===== src/hdl/assert_macros.svh =====
// assertion macros used by the top-level rtl file
`ifndef ASSERT_MACROS_SVH
`define ASSERT_MACROS_SVH

// same-cycle implication, disabled during reset
`define ASSERT_NOW(label, clk, rst, ante, cons) \
   label: assert property (@(posedge clk) disable iff (rst) (ante) |-> (cons)) \
      else $error("assertion failed");

// next-cycle implication, disabled during reset
`define ASSERT_NEXT(label, clk, rst, ante, cons) \
   label: assert property (@(posedge clk) disable iff (rst) (ante) |=> (cons)) \
      else $error("assertion failed");

`endif


===== src/hdl/cpi_pkg.sv =====
// shared constants, types and the arctangent table of the interpolator
package cpi_pkg;

   localparam int DEF_SAMPLE_WIDTH  = 16;
   localparam int DEF_CORDIC_STAGES = 16;
   localparam int GUARD_BITS        = 4;
   localparam int HEAD_BITS         = 4;
   localparam int ANG_W             = 35;
   localparam int WEIGHT_W          = 17;
   localparam int GAIN_W            = 23;
   localparam int GAIN_FRAC         = 24;

   typedef logic signed [ANG_W-1:0] ang_type;
   typedef logic [WEIGHT_W-1:0]     weight_type;

   localparam weight_type      BASE_WEIGHT_RESET = 17'd32768;
   localparam weight_type      ONE_Q16           = 17'h10000;
   localparam logic [GAIN_W-1:0] INV_GAIN_SQ     = 23'd6186701;
   localparam ang_type         ANG_PI            = 35'sd2147483648;
   localparam ang_type         ANG_HALF_PI       = 35'sd1073741824;

   function automatic ang_type atan_val(input int idx);
      ang_type r;
      case (idx)
         0: r = 35'sd536870912;
         1: r = 35'sd316933406;
         2: r = 35'sd167458907;
         3: r = 35'sd85004756;
         4: r = 35'sd42667331;
         5: r = 35'sd21354465;
         6: r = 35'sd10679838;
         7: r = 35'sd5340245;
         8: r = 35'sd2670163;
         9: r = 35'sd1335087;
         10: r = 35'sd667544;
         11: r = 35'sd333772;
         12: r = 35'sd166886;
         13: r = 35'sd83443;
         14: r = 35'sd41722;
         15: r = 35'sd20861;
         16: r = 35'sd10430;
         17: r = 35'sd5215;
         18: r = 35'sd2608;
         19: r = 35'sd1304;
         20: r = 35'sd652;
         21: r = 35'sd326;
         22: r = 35'sd163;
         23: r = 35'sd81;
         24: r = 35'sd41;
         25: r = 35'sd20;
         26: r = 35'sd10;
         27: r = 35'sd5;
         28: r = 35'sd3;
         29: r = 35'sd1;
         30: r = 35'sd1;
         default: r = '0;
      endcase
      return r;
   endfunction

endpackage


===== src/hdl/cpi_rect.sv =====
// pipelined rotating cordic with rounding and saturation at the output
module cpi_rect #(
   parameter int SAMPLE_WIDTH  = cpi_pkg::DEF_SAMPLE_WIDTH,
   parameter int CORDIC_STAGES = cpi_pkg::DEF_CORDIC_STAGES,
   localparam int XW = SAMPLE_WIDTH + cpi_pkg::GUARD_BITS + cpi_pkg::HEAD_BITS
) (
   input  logic                           clock,
   input  logic                           reset,
   input  logic                           in_valid,
   output logic                           in_ready,
   input  logic signed [XW-1:0]           in_x,
   input  cpi_pkg::ang_type               in_z,
   input  logic                           in_last,
   output logic                           out_valid,
   input  logic                           out_ready,
   output logic signed [SAMPLE_WIDTH-1:0] out_re,
   output logic signed [SAMPLE_WIDTH-1:0] out_im,
   output logic                           out_last
);

   localparam int N = CORDIC_STAGES;
   localparam logic signed [XW:0] SAT_HI = (XW+1)'((64'sd1 <<< (SAMPLE_WIDTH - 1)) - 64'sd1);
   localparam logic signed [XW:0] SAT_LO = -SAT_HI - (XW+1)'(1);

   logic [N:0]   vld_ff;
   logic [N+1:0] rdy;
   logic         last_ff [0:N];

   logic signed [XW-1:0] x_ff [0:N-1];
   logic signed [XW-1:0] y_ff [0:N-1];
   cpi_pkg::ang_type     z_ff [0:N-1];
   logic signed [SAMPLE_WIDTH-1:0] re_ff, im_ff;

   assign rdy[N+1]  = out_ready;
   assign in_ready  = rdy[0];
   assign out_valid = vld_ff[N];
   assign out_last  = last_ff[N];
   assign out_re    = re_ff;
   assign out_im    = im_ff;

   genvar k;
   generate
      for (k = 0; k <= N; k++) begin : g_ctl
         logic prev_vld;
         logic prev_last;
         if (k == 0) begin : g_first
            assign prev_vld  = in_valid;
            assign prev_last = in_last;
         end else begin : g_rest
            assign prev_vld  = vld_ff[k-1];
            assign prev_last = last_ff[k-1];
         end
         assign rdy[k] = !vld_ff[k] || rdy[k+1];
         always_ff @(posedge clock) begin
            if (reset) begin
               vld_ff[k] <= 1'b0;
            end else if (rdy[k]) begin
               vld_ff[k] <= prev_vld;
            end
         end
         always_ff @(posedge clock) begin
            if (rdy[k] && prev_vld) begin
               last_ff[k] <= prev_last;
            end
         end
      end

      for (k = 0; k < N; k++) begin : g_iter
         logic signed [XW-1:0] xp, yp, dx, dy, x_in, y_in;
         cpi_pkg::ang_type     zp, z_in;
         logic                 prev_vld;

         if (k == 0) begin : g_first
            assign xp       = in_x;
            assign yp       = '0;
            assign zp       = in_z;
            assign prev_vld = in_valid;
         end else begin : g_rest
            assign xp       = x_ff[k-1];
            assign yp       = y_ff[k-1];
            assign zp       = z_ff[k-1];
            assign prev_vld = vld_ff[k-1];
         end

         always_comb begin
            dx = yp >>> k;
            dy = xp >>> k;
            if (!zp[cpi_pkg::ANG_W-1]) begin
               x_in = xp - dx;
               y_in = yp + dy;
               z_in = zp - cpi_pkg::atan_val(k);
            end else begin
               x_in = xp + dx;
               y_in = yp - dy;
               z_in = zp + cpi_pkg::atan_val(k);
            end
         end

         always_ff @(posedge clock) begin
            if (rdy[k] && prev_vld) begin
               x_ff[k] <= x_in;
               y_ff[k] <= y_in;
               z_ff[k] <= z_in;
            end
         end
      end
   endgenerate

   // drop guard bits with round half up, then clamp
   logic signed [XW:0]             re_r, im_r;
   logic signed [SAMPLE_WIDTH-1:0] re_in, im_in;

   always_comb begin
      re_r = ((XW+1)'(x_ff[N-1]) + (XW+1)'(1 << (cpi_pkg::GUARD_BITS - 1)))
             >>> cpi_pkg::GUARD_BITS;
      im_r = ((XW+1)'(y_ff[N-1]) + (XW+1)'(1 << (cpi_pkg::GUARD_BITS - 1)))
             >>> cpi_pkg::GUARD_BITS;
      if (re_r > SAT_HI) begin
         re_in = SAT_HI[SAMPLE_WIDTH-1:0];
      end else if (re_r < SAT_LO) begin
         re_in = SAT_LO[SAMPLE_WIDTH-1:0];
      end else begin
         re_in = re_r[SAMPLE_WIDTH-1:0];
      end
      if (im_r > SAT_HI) begin
         im_in = SAT_HI[SAMPLE_WIDTH-1:0];
      end else if (im_r < SAT_LO) begin
         im_in = SAT_LO[SAMPLE_WIDTH-1:0];
      end else begin
         im_in = im_r[SAMPLE_WIDTH-1:0];
      end
   end

   always_ff @(posedge clock) begin
      if (rdy[N] && vld_ff[N-1]) begin
         re_ff <= re_in;
         im_ff <= im_in;
      end
   end

endmodule


===== config.mk =====
export PLATFORM = sky130hd
export DESIGN_NAME = cpi_rect
export DESIGN_NICKNAME = d
export VERILOG_FILES = /design/src/hdl/assert_macros.svh /design/src/hdl/cpi_pkg.sv /design/src/hdl/cpi_rect.sv
export SDC_FILE = /design/constraint.sdc
export NUM_CORES = 2
export LEC_CHECK = 0
export ABC_CLOCK_PERIOD_IN_PS = 11800
export CORE_MARGIN = 4
export CORE_UTILIZATION = 55
export CTS_CLUSTER_DIAMETER = 40
export DETAILED_ROUTE_END_ITERATION = 16
export DONT_BUFFER_PORTS = 1
export PLACE_DENSITY = 0.7
export SETUP_SLACK_MARGIN = 0.1
export SYNTH_ARGS = -nofsm -noshare
export SYNTH_HDL_FRONTEND = slang
export SYNTH_SLANG_ARGS = --single-unit

===== constraint.sdc =====
create_clock -name clock -period 11.8 [get_ports clock]
set_input_delay 1.77 -clock clock [delete_from_list [all_inputs] [get_ports clock]]
set_output_delay 1.77 -clock clock [all_outputs]
set_load 0.1 [all_outputs]

==> run_results.csv <==
group,metric,value,unit
clock_network,clock-root-buffer,"clkbuf_16",
critical_path,r2r_slack,6.71,ns
timing,max_freq,139,MHz
power,p_total,14.4,mW
clock_network,clkTransAtPathRegs,0.05,ns
synth,synthArstFlopShare,0,%
power,p_leak,45.7,nW
placed_design,dp.cells,12873,
global_route,grt-ovfl-total,0,
clock_network,max-clock-path-buffers,3,
timing,final.setup.worst_slack,4.63,ns
global_route,grt_max_degree,85,
power,pwr_density_cell,126,mW/mm^2
routing,wirelength,236,mm
routing,route.met2.wl,117,mm
worst_hold_path,whs_path_depth,0,
clock_network,hold_buffers,0,
finish,finalNonFillerCells,13305,
clock_network,cts.htree.levels,4,
clock_network,cts_tree,"done",
die,die_w,442,um
synth,yosysTopAreaCell,"edfxtp_1",
status,status,"completed",
finish,layout_commonest_cell,"edfxtp_1",
synth,synth_area,0.103,mm^2
finish,diodes,0,
synth,ys_seq_area_share,38.1,%
synth,synth_edf_count,1300,
global_route,grt_first_pass_wirelength,385,mm
die,die-area,0.195,mm^2
timing,worstMarginPinSlew,1.33,ns
timing,fin_skew,0.0414,ns
routing,viasPerCell,5.92,
timing,timing.hold.ws,0.411,ns
die,die_h,442,um
placed_design,dp_slack,4.80,ns
clock_network,cts_resized,0,
global_route,grtUsageTotal,23.5,%
clock_network,insertion_delay,0.84,ns
timing,period_minus_slack,7.17,ns
critical_path,crit_path_end_kind,"output port",
global_route,antenna_found_initial,0,
critical_path,cp.required,10.03,ns
routing,drtAntennaViolNets,0,
critical_path,worstPathArrival,5.40,ns
timing,grt_setup_unrepaired,"no",
routing,detail_route.wl_per_cell,17.8,um
synth,synthCells,10481,
routing,met3WireLength,10.2,mm
synth,synth_cell_types,110,
clock_network,cts_setup_buffers,0,
timing,period_share,60.8,%
power,ir_drop,0.159,mV
synth,synth_ff_type,"edfxtp_1",
critical_path,path_class,"reg2out",
worst_hold_path,hold_path.startpoint,"last_ff[0][6]",
finish,seqCellArea,0.0394,mm^2
finish,drive_gt1_share,5.96,%
routing,drc,0,
routing,highest_layer,"met4",
synth,synth_area_leaders,"edfxtp_1 38%, ha_1 14%, xnor2_1 8.3%",
finish,multi_input_area,0.0619,mm^2
finish,nets,11907,
clock_network,cts-buffers-inserted,228,
worst_hold_path,hp-class,"reg2reg",
critical_path,worstSetupStartpointType,"register",
synth,synth_top_area_share,37.7,%
critical_path,reg2reg_to,"x_ff[1][119]",
synth,synth_seq_cells,1317,
die,ios,99,
clock_network,clock-sinks,1317,
timing,finalSetupViolCount,0,
critical_path,ff2ff_path_depth,15,
critical_path,timing.rr.start,"z_ff[1][139]",
synth,synth_area_per_cell,9.87,um^2
placed_design,place_congestion,0.924,
die,row_count,158,
critical_path,path_max_fanout,7,
synth,yosys_warnings,0,
routing,first_pass_iters,6,
placed_design,portBuffers,0,
finish,final_cell_mix,"1,300 x edfxtp_1, 1,178 x ha_1, 1,034 x a21oi_1",
timing,slew_violations,0,
routing,drt-met1-wl,99.1,mm
routing,vias,78733,
die,coreArea,0.186,mm^2
timing,finalSetupTns,0,ns
global_route,grt_pass1_vias,77155,
die,start_util,55.5,%
timing,max-slew-margin-rel,10.4,%
finish,synthToLayoutAreaGrowth,10.6,%
synth,synth.net_count,11765,
run,cap_violations,0,
timing,final-hold-violation-count,0,
worst_hold_path,holdPathEnd,"last_ff[0][7]",
routing,drt_iter0_markers,4746,
finish,nFillCells,15261,
placed_design,dp_hpwl,186,mm
==> worst max-delay path by stage <==
stage                    from       endpoint  slack [ns]  cells after the start
floorplan           out_ready  last_ff[0][1]        1.81                     11
global placement    out_ready       in_ready        4.80                      9
detailed placement  out_ready       in_ready        4.80                      9
CTS                 out_valid       in_ready        4.55                      9
global route        out_valid       in_ready        4.38                      9
finish              out_valid       in_ready        4.63                      9
==> power by group <==
group / switching (mW) / total (mW) / leakage, nW / internal (mW)
Clock: 2.46 / 6.61 / 3.80 / 4.15
Sequential: 0.130 / 5.52 / 11.9 / 5.39
Combinational: 1.29 / 2.30 / 29.9 / 1.00
==> metrics by stage <==
stage | area [um^2] | utilization (%)
floorplan | 103000 | -
global placement | 107000 | 57.2
detailed placement | 107000 | 57.2
CTS | 114000 | 61.5
global route | 114000 | 61.5
finish | 114000 | 61.5
==> sequential cells by signal (all words and copies together), names as in the netlist <==
signal          count
x_ff              380
last_ff            17
out_im             16
y_ff              381
out_re             16
out_valid           1
z_ff              490
g_ctl.prev_vld     16
==> final cells by class <==
| type | count | share of cell area (%) |
|---|---|---|
| clock buffer | 254 | 5.18 |
| clock inverter | 178 | 1.72 |
| timing repair buffer | 55 | 0.361 |
| tap | 2480 | 2.71 |
| multi-input combinational | 8558 | 54.1 |
| inverter | 463 | 1.52 |
| sequential | 1317 | 34.4 |
==> cells by family (layout without fill, tap and decap cells) <==
family          Yosys count  after routing  share of synthesized area [%]
fa+ha+maj              1220           1220                           15.1
simple gates           2881           2881                           13.4
buf+inv                 606            950                           2.20
flops                  1317           1317                           38.1
compound gates         2971           2971                           18.5
xor+xnor               1397           1397                           11.9
mux                      89             89                          0.912
==> per-layer routing <==
layer	track usage, %	vias up
li1	-	39409
met1	28.3	36891
met2	42.2	1897
met3	3.21	536
met4	9.71	0
met5	0	-
==> worst max-delay path: stages, from the launching register on <==
cell,delay [ns]
dfxtp_1,0.99
and4b_2,0.46
and3_2,0.26
and2_2,0.27
nand2_1,0.13
nor2_1,0.25
and2_2,0.38
nand4_1,0.20
nor2_1,0.65
nand3_1,0.96
==> cell usage after synthesis (56+ instances only) <==
library cell and count:
xnor2_1 979, nor2_1 970, nor2b_1 159, nand3_1 212, or3_1 79, o21bai_1 125
and3_1 127, a31oi_1 134, and2_1 74, a211oi_1 113, a21oi_1 1034, edfxtp_1 1300
inv_1 462, nor3_1 352, clkbuf_1 120, ha_1 1178, o21ai_0 478, nand4_1 57
nand2b_1 150, mux2i_1 56, o21a_1 170, xor2_1 416, nand2_1 500, a21o_1 384
No activity file was read; power rests on OpenSTA's default activity.
