<file path="config.mk">
export PLATFORM = sky130hd
export DESIGN_NAME = cpi_blend
export DESIGN_NICKNAME = d
export VERILOG_FILES = /design/src/hdl/assert_macros.svh /design/src/hdl/cpi_pkg.sv /design/src/hdl/cpi_blend.sv
export SDC_FILE = /design/constraint.sdc
export NUM_CORES = 2
export LEC_CHECK = 0
export ABC_AREA = 1
export BUFFER_PORTS_ARGS = -buffer_cell sky130_fd_sc_hd__buf_2
export CORE_ASPECT_RATIO = 1.75
export CORE_UTILIZATION = 50
export CTS_BUF_LIST = sky130_fd_sc_hd__clkbuf_8
export CTS_CLUSTER_SIZE = 16
export DETAILED_ROUTE_END_ITERATION = 12
export GPL_TIMING_DRIVEN = 0
export PLACE_DENSITY_LB_ADDON = 0.15
export RECOVER_POWER = 50
export REMOVE_ABC_BUFFERS = 1
export SETUP_SLACK_MARGIN = 0.5
export SYNTH_ARGS = -nofsm -noshare
export SYNTH_HDL_FRONTEND = slang
export SYNTH_SLANG_ARGS = --single-unit
export TNS_END_PERCENT = 20
</file>
<file path="constraint.sdc">
create_clock -name clock -period 10.3 [get_ports clock]
set_input_delay 0.515 -clock clock [delete_from_list [all_inputs] [get_ports clock]]
set_output_delay 0.515 -clock clock [all_outputs]
set_load 0.02 [all_outputs]
</file>
<file path="src/hdl/assert_macros.svh">
// assertion macros used by the top-level rtl file
`ifndef ASSERT_MACROS_SVH
`define ASSERT_MACROS_SVH

// same-cycle implication, disabled during reset
`define ASSERT_NOW(label, clk, rst, ante, cons) \
   label: assert property (@(posedge clk) disable iff (rst) (ante) |-> (cons)) \
      else $error("assertion failed");

// next-cycle implication, disabled during reset
`define ASSERT_NEXT(label, clk, rst, ante, cons) \
   label: assert property (@(posedge clk) disable iff (rst) (ante) |=> (cons)) \
      else $error("assertion failed");

`endif

</file>
<file path="src/hdl/cpi_pkg.sv">
// shared constants, types and the arctangent table of the interpolator
package cpi_pkg;

   localparam int DEF_SAMPLE_WIDTH  = 16;
   localparam int DEF_CORDIC_STAGES = 16;
   localparam int GUARD_BITS        = 4;
   localparam int HEAD_BITS         = 4;
   localparam int ANG_W             = 35;
   localparam int WEIGHT_W          = 17;
   localparam int GAIN_W            = 23;
   localparam int GAIN_FRAC         = 24;

   typedef logic signed [ANG_W-1:0] ang_type;
   typedef logic [WEIGHT_W-1:0]     weight_type;

   localparam weight_type      BASE_WEIGHT_RESET = 17'd32768;
   localparam weight_type      ONE_Q16           = 17'h10000;
   localparam logic [GAIN_W-1:0] INV_GAIN_SQ     = 23'd6186701;
   localparam ang_type         ANG_PI            = 35'sd2147483648;
   localparam ang_type         ANG_HALF_PI       = 35'sd1073741824;

   function automatic ang_type atan_val(input int idx);
      ang_type r;
      case (idx)
         0: r = 35'sd536870912;
         1: r = 35'sd316933406;
         2: r = 35'sd167458907;
         3: r = 35'sd85004756;
         4: r = 35'sd42667331;
         5: r = 35'sd21354465;
         6: r = 35'sd10679838;
         7: r = 35'sd5340245;
         8: r = 35'sd2670163;
         9: r = 35'sd1335087;
         10: r = 35'sd667544;
         11: r = 35'sd333772;
         12: r = 35'sd166886;
         13: r = 35'sd83443;
         14: r = 35'sd41722;
         15: r = 35'sd20861;
         16: r = 35'sd10430;
         17: r = 35'sd5215;
         18: r = 35'sd2608;
         19: r = 35'sd1304;
         20: r = 35'sd652;
         21: r = 35'sd326;
         22: r = 35'sd163;
         23: r = 35'sd81;
         24: r = 35'sd41;
         25: r = 35'sd20;
         26: r = 35'sd10;
         27: r = 35'sd5;
         28: r = 35'sd3;
         29: r = 35'sd1;
         30: r = 35'sd1;
         default: r = '0;
      endcase
      return r;
   endfunction

endpackage

</file>
<file path="src/hdl/cpi_blend.sv">
// weighted blend of magnitude and angle, gain correction and quadrant fold
module cpi_blend #(
   parameter int SAMPLE_WIDTH = cpi_pkg::DEF_SAMPLE_WIDTH,
   localparam int XW = SAMPLE_WIDTH + cpi_pkg::GUARD_BITS + cpi_pkg::HEAD_BITS
) (
   input  logic                 clock,
   input  logic                 reset,
   input  cpi_pkg::weight_type  weight,
   input  logic                 in_valid,
   output logic                 in_ready,
   input  logic [XW-1:0]        in_mag [0:1],
   input  cpi_pkg::ang_type     in_ang [0:1],
   input  logic                 in_last,
   output logic                 out_valid,
   input  logic                 out_ready,
   output logic signed [XW-1:0] out_x,
   output cpi_pkg::ang_type     out_z,
   output logic                 out_last
);

   localparam int AW  = cpi_pkg::ANG_W;
   localparam int PMW = XW + 1 + cpi_pkg::WEIGHT_W + 1;
   localparam int PAW = AW + 1 + cpi_pkg::WEIGHT_W + 1;
   localparam int GW  = XW + cpi_pkg::GAIN_W;
   localparam int MGW = GW - cpi_pkg::GAIN_FRAC;

   logic [2:0] vld_ff;
   logic [3:0] rdy;
   logic [2:0] last_ff;

   logic signed [PMW-1:0] pm_ff;
   logic [XW-1:0]         mn_ff;
   logic signed [PAW-1:0] pa_ff;
   cpi_pkg::ang_type      an_ff;
   logic [GW-1:0]         g_ff;
   cpi_pkg::ang_type      a_ff;
   logic signed [XW-1:0]  x_ff;
   cpi_pkg::ang_type      z_ff;

   assign rdy[3]    = out_ready;
   assign rdy[2]    = !vld_ff[2] || rdy[3];
   assign rdy[1]    = !vld_ff[1] || rdy[2];
   assign rdy[0]    = !vld_ff[0] || rdy[1];
   assign in_ready  = rdy[0];
   assign out_valid = vld_ff[2];
   assign out_last  = last_ff[2];
   assign out_x     = x_ff;
   assign out_z     = z_ff;

   always_ff @(posedge clock) begin
      if (reset) begin
         vld_ff <= '0;
      end else begin
         if (rdy[0]) begin
            vld_ff[0] <= in_valid;
         end
         if (rdy[1]) begin
            vld_ff[1] <= vld_ff[0];
         end
         if (rdy[2]) begin
            vld_ff[2] <= vld_ff[1];
         end
      end
   end

   // stage 1: weighted differences
   logic signed [XW:0]               dm;
   logic signed [AW:0]               da;
   logic signed [cpi_pkg::WEIGHT_W:0] ws;
   logic signed [PMW-1:0]            pm_in;
   logic signed [PAW-1:0]            pa_in;

   always_comb begin
      ws    = signed'({1'b0, weight});
      dm    = signed'({1'b0, in_mag[0]}) - signed'({1'b0, in_mag[1]});
      da    = (AW+1)'(in_ang[0]) - (AW+1)'(in_ang[1]);
      pm_in = PMW'(dm) * PMW'(ws);
      pa_in = PAW'(da) * PAW'(ws);
   end

   always_ff @(posedge clock) begin
      if (rdy[0] && in_valid) begin
         pm_ff      <= pm_in;
         mn_ff      <= in_mag[1];
         pa_ff      <= pa_in;
         an_ff      <= in_ang[1];
         last_ff[0] <= in_last;
      end
   end

   // stage 2: round the blend, apply inverse gain
   logic signed [PMW-1:0] pm_r, m_full;
   logic signed [PAW-1:0] pa_r, a_full;
   logic [XW-1:0]         m_bl;
   logic [GW-1:0]         g_in;

   always_comb begin
      pm_r   = (pm_ff + PMW'(32768)) >>> 16;
      m_full = pm_r + PMW'(signed'({1'b0, mn_ff}));
      m_bl   = m_full[XW-1:0];
      g_in   = GW'(m_bl) * GW'(cpi_pkg::INV_GAIN_SQ);
      pa_r   = (pa_ff + PAW'(32768)) >>> 16;
      a_full = pa_r + PAW'(an_ff);
   end

   always_ff @(posedge clock) begin
      if (rdy[1] && vld_ff[0]) begin
         g_ff       <= g_in;
         a_ff       <= a_full[AW-1:0];
         last_ff[1] <= last_ff[0];
      end
   end

   // stage 3: round the gain product, fold beyond a quarter turn
   logic [GW-1:0]        g_r;
   logic [MGW-1:0]       m_g;
   logic signed [XW-1:0] x_abs, x_in;
   cpi_pkg::ang_type     z_in;

   always_comb begin
      g_r   = g_ff + (GW'(1) << (cpi_pkg::GAIN_FRAC - 1));
      m_g   = g_r[GW-1:cpi_pkg::GAIN_FRAC];
      x_abs = signed'(XW'(m_g));
      if (a_ff > cpi_pkg::ANG_HALF_PI) begin
         z_in = a_ff - cpi_pkg::ANG_PI;
         x_in = -x_abs;
      end else if (a_ff < -cpi_pkg::ANG_HALF_PI) begin
         z_in = a_ff + cpi_pkg::ANG_PI;
         x_in = -x_abs;
      end else begin
         z_in = a_ff;
         x_in = x_abs;
      end
   end

   always_ff @(posedge clock) begin
      if (rdy[2] && vld_ff[1]) begin
         x_ff       <= x_in;
         z_ff       <= z_in;
         last_ff[2] <= last_ff[1];
      end
   end

endmodule

</file>
==> impl_metrics.ini <==
[outcome]
outcome = complete, but fails checks
violations = capacitance limit, slew limit

[yosys]
synth_most_common_cell = inv_1
avgSynthCellArea_um2 = 8.46
synth_top_area_cell = fa_1
synth_edf_count = 241
synthSimpleGateAreaFrac_pct = 16.7
synthCells = 7432
synth_fa_ha_area_share_pct = 49.8
synth_top_family_by_area = adder cells
synth_xor_area_share_pct = 3.86
muxShareOfSynthArea_pct = 0
ys_seq_area_share_pct = 11.6
yosysWarnings = 0
dominantRegCellSynth = edfxtp_1
netlist_area_um2 = 62900
synth_top_area_share_pct = 38.1
synth_cell_type_count = 77
synthTopCellsByArea = fa_1 (38%), ha_1 (12%), edfxtp_1 (12%)
synthArstFlopShare_pct = 0
synth-compound-area-share_pct = 5.47
synth_seq_cells = 244
netlist_top_cells_count = inv_1 (1,853), nand2_1 (1,207), fa_1 (1,196)

[global_route]
antenna_found_initial = 5
grt_pass1_vias = 54200
grt-ovfl-total = 0
grt_use_met1_pct = 33.6
grt_max_degree = 73
gr-usage-all-layers_pct = 31.3
top_usage_layer = met2
grt_first_pass_wirelength_um = 302000
use_met2_pct = 58.2
grtUsageMet3_pct = 3.23

[run]
cap_violations = 3

[routing]
drcViolationCount = 0
via_per_inst = 5.40
wl_um = 193000
drt_pre_antenna_iters = 8
vias = 49600
drt-wirelength-per-cell_um = 21.0
ant_nets = 0
drtIter0Drc = 2755

[setup_path]
cpMostUsedCell = fa_1
crit_arrival_ns = 9.76
max_stage_delay_ns = 0.57
critPathRequiredTime_ns = 10.69
cp-start-kind = flop
path_max_fanout = 10
worstSetupPathType = reg2reg
slowest_stage = inv_1
crit_path_end_kind = flop

[sta]
setup-tns-final_ns = 0
worst_pin_slew_ns = 3.21
period_needed_ns = 9.37
max-slew-margin-rel_pct = -116
fin_worst_skew_ns = 0.0486
rsz0062_at_grt = false
setup_viol = 0
finalCritPeriodShare_pct = 90.9
finalMaxSlewViolations = 139
max_freq_mhz = 107
fin_ws_ns = 0.933
hold_viol_final = 0

[clock_network]
cts_made_buffers = 37
clk_latency_ns = 0.66
clock_sinks = 244
cts-root-buf = clkbuf_8
cts_tree = built
clk_pin_slew_ns = 0.07
clockBufferDepth = 3
htreeDepth = 2

[finish]
drive_gt1_share_pct = 4.97
nNetsFinal = 9449
syn_to_final_growth_pct = 5.78

[placed_design]
numPortBuffers = 201
hpwlAfterDp_um = 162000
place_congestion = 0.942
place_ws_ns = 0.163

[die]
initial_core_util_pct = 50.5
core_area_um2 = 125000
fp.dieW_um = 270
fp.dieH_um = 471
die_area_um2 = 127000
num_rows = 171
io_pins = 202

[hold_path]
min_path_type = in2reg
## kinds of logic after synthesis
logic type,after synthesis
AND/OR/NAND/NOR,2481
buffers and inverters,2061
adder cells (fa/ha/maj),1785
AO/OA/AOI/OAI,589
XOR/XNOR,272
flip-flops,244
## cell usage in the layout (no fill, tap or decap), types with 16 or more instances in the layout
cell type  netlist  final
o21bai_1        26     26
clkbuf_8         0     37
buf_4            5     25
xor2_1         186    169
buf_2           36     83
a21oi_1        264    262
nand2_2         23     24
ha_1           589    587
edfxtp_1       241    241
nand4_1         53     53
a31oi_1         35     33
inv_1         1853   1857
nand3_1        345    345
a21o_1          40     40
nor3_1          49     46
o21ai_0        135    135
fa_1          1196   1196
inv_2           14     16
clkbuf_1       122    112
or2_2           51     51
xnor2_1         81     69
nor2_1         643    642
or2_1           19     19
nand2_1       1207   1206
nor4_1          35     35
## flip-flops by register name, indices dropped and copies added (netlist names), 2 cells and up
signal   cells
pa_ff       36
a_ff        35
an_ff       35
out_z       35
pm_ff       25
g_ff        24
mn_ff       24
out_x       24
vld_ff       3
last_ff      2
## repair_timing
action                                 4_1_cts  5_1_grt
hold buffers                                 2        0
setup buffers                                0       18
pin swaps                                    0        5
gates cloned                                 0        0
resized for setup                            4       19
endpoints found under the hold margin        2        0
setup endpoints to repair                   12       21
## worst paths after layout
| kind | startpoint | end | slack [ns] | cells past startpoint |
|---|---|---|---|---|
| max reg2reg | pm_ff[17]$_DFFE_PP_ | g_ff[42]$_DFFE_PP_ | 0.93 | 33 |
| min | in_ang[3] | an_ff[3]$_DFFE_PP_ | 0.05 | 1 |
| min reg2reg | last_ff[1]$_DFFE_PP_ | out_last$_DFFE_PP_ | 0.43 | 0 |
| max | pm_ff[17]$_DFFE_PP_ | g_ff[42]$_DFFE_PP_ | 0.93 | 33 |
## metal layers
layer  wire length, µm  up-vias  part of all wire [%]
li1                  -    22700                     -
met1             68600    24800                    35
met2            102000     1578                    53
met3              8970      592                   4.6
met4             13700        8                   7.1
met5                60        -                 0.031
## critical path, delay by kind of cell, from the launching register on
| family | cells | cell delay, ns |
|---|---|---|
| AO/OA/AOI/OAI | 6 | 1.48 |
| XOR/XNOR | 2 | 0.36 |
| adder cells (fa/ha/maj) | 9 | 4.39 |
| buffers and inverters | 4 | 0.76 |
| flip-flops | 1 | 0.39 |
| AND/OR/NAND/NOR | 12 | 1.74 |
## per-stage QoR
stage               util [%]  cells  cell area (µm²)  hold slack (ns)
floorplan                  -   7245            62000            0.400
global placement        52.3   9089            65100            0.401
detailed placement      52.7   9108            65600            0.417
CTS                     53.3   9173            66400         0.000390
global route            53.4   9192            66500           0.0396
finish                  53.4   9193            66500           0.0530
## final cells by class
type	count	area [µm²]
Timing Repair Buffer	240	1340
Tap cell	1643	2060
Inverter	1874	7040
Sequential cell	244	7300
Fill cell	12000	58000
Clock inverter	26	226
Multi-Input combinational cell	5127	48100
Clock buffer	37	509
Antenna cell	2	5.00
Power is not shown: default switching activity piles up to over one toggle a cycle in this logic, so the estimate is an artifact.
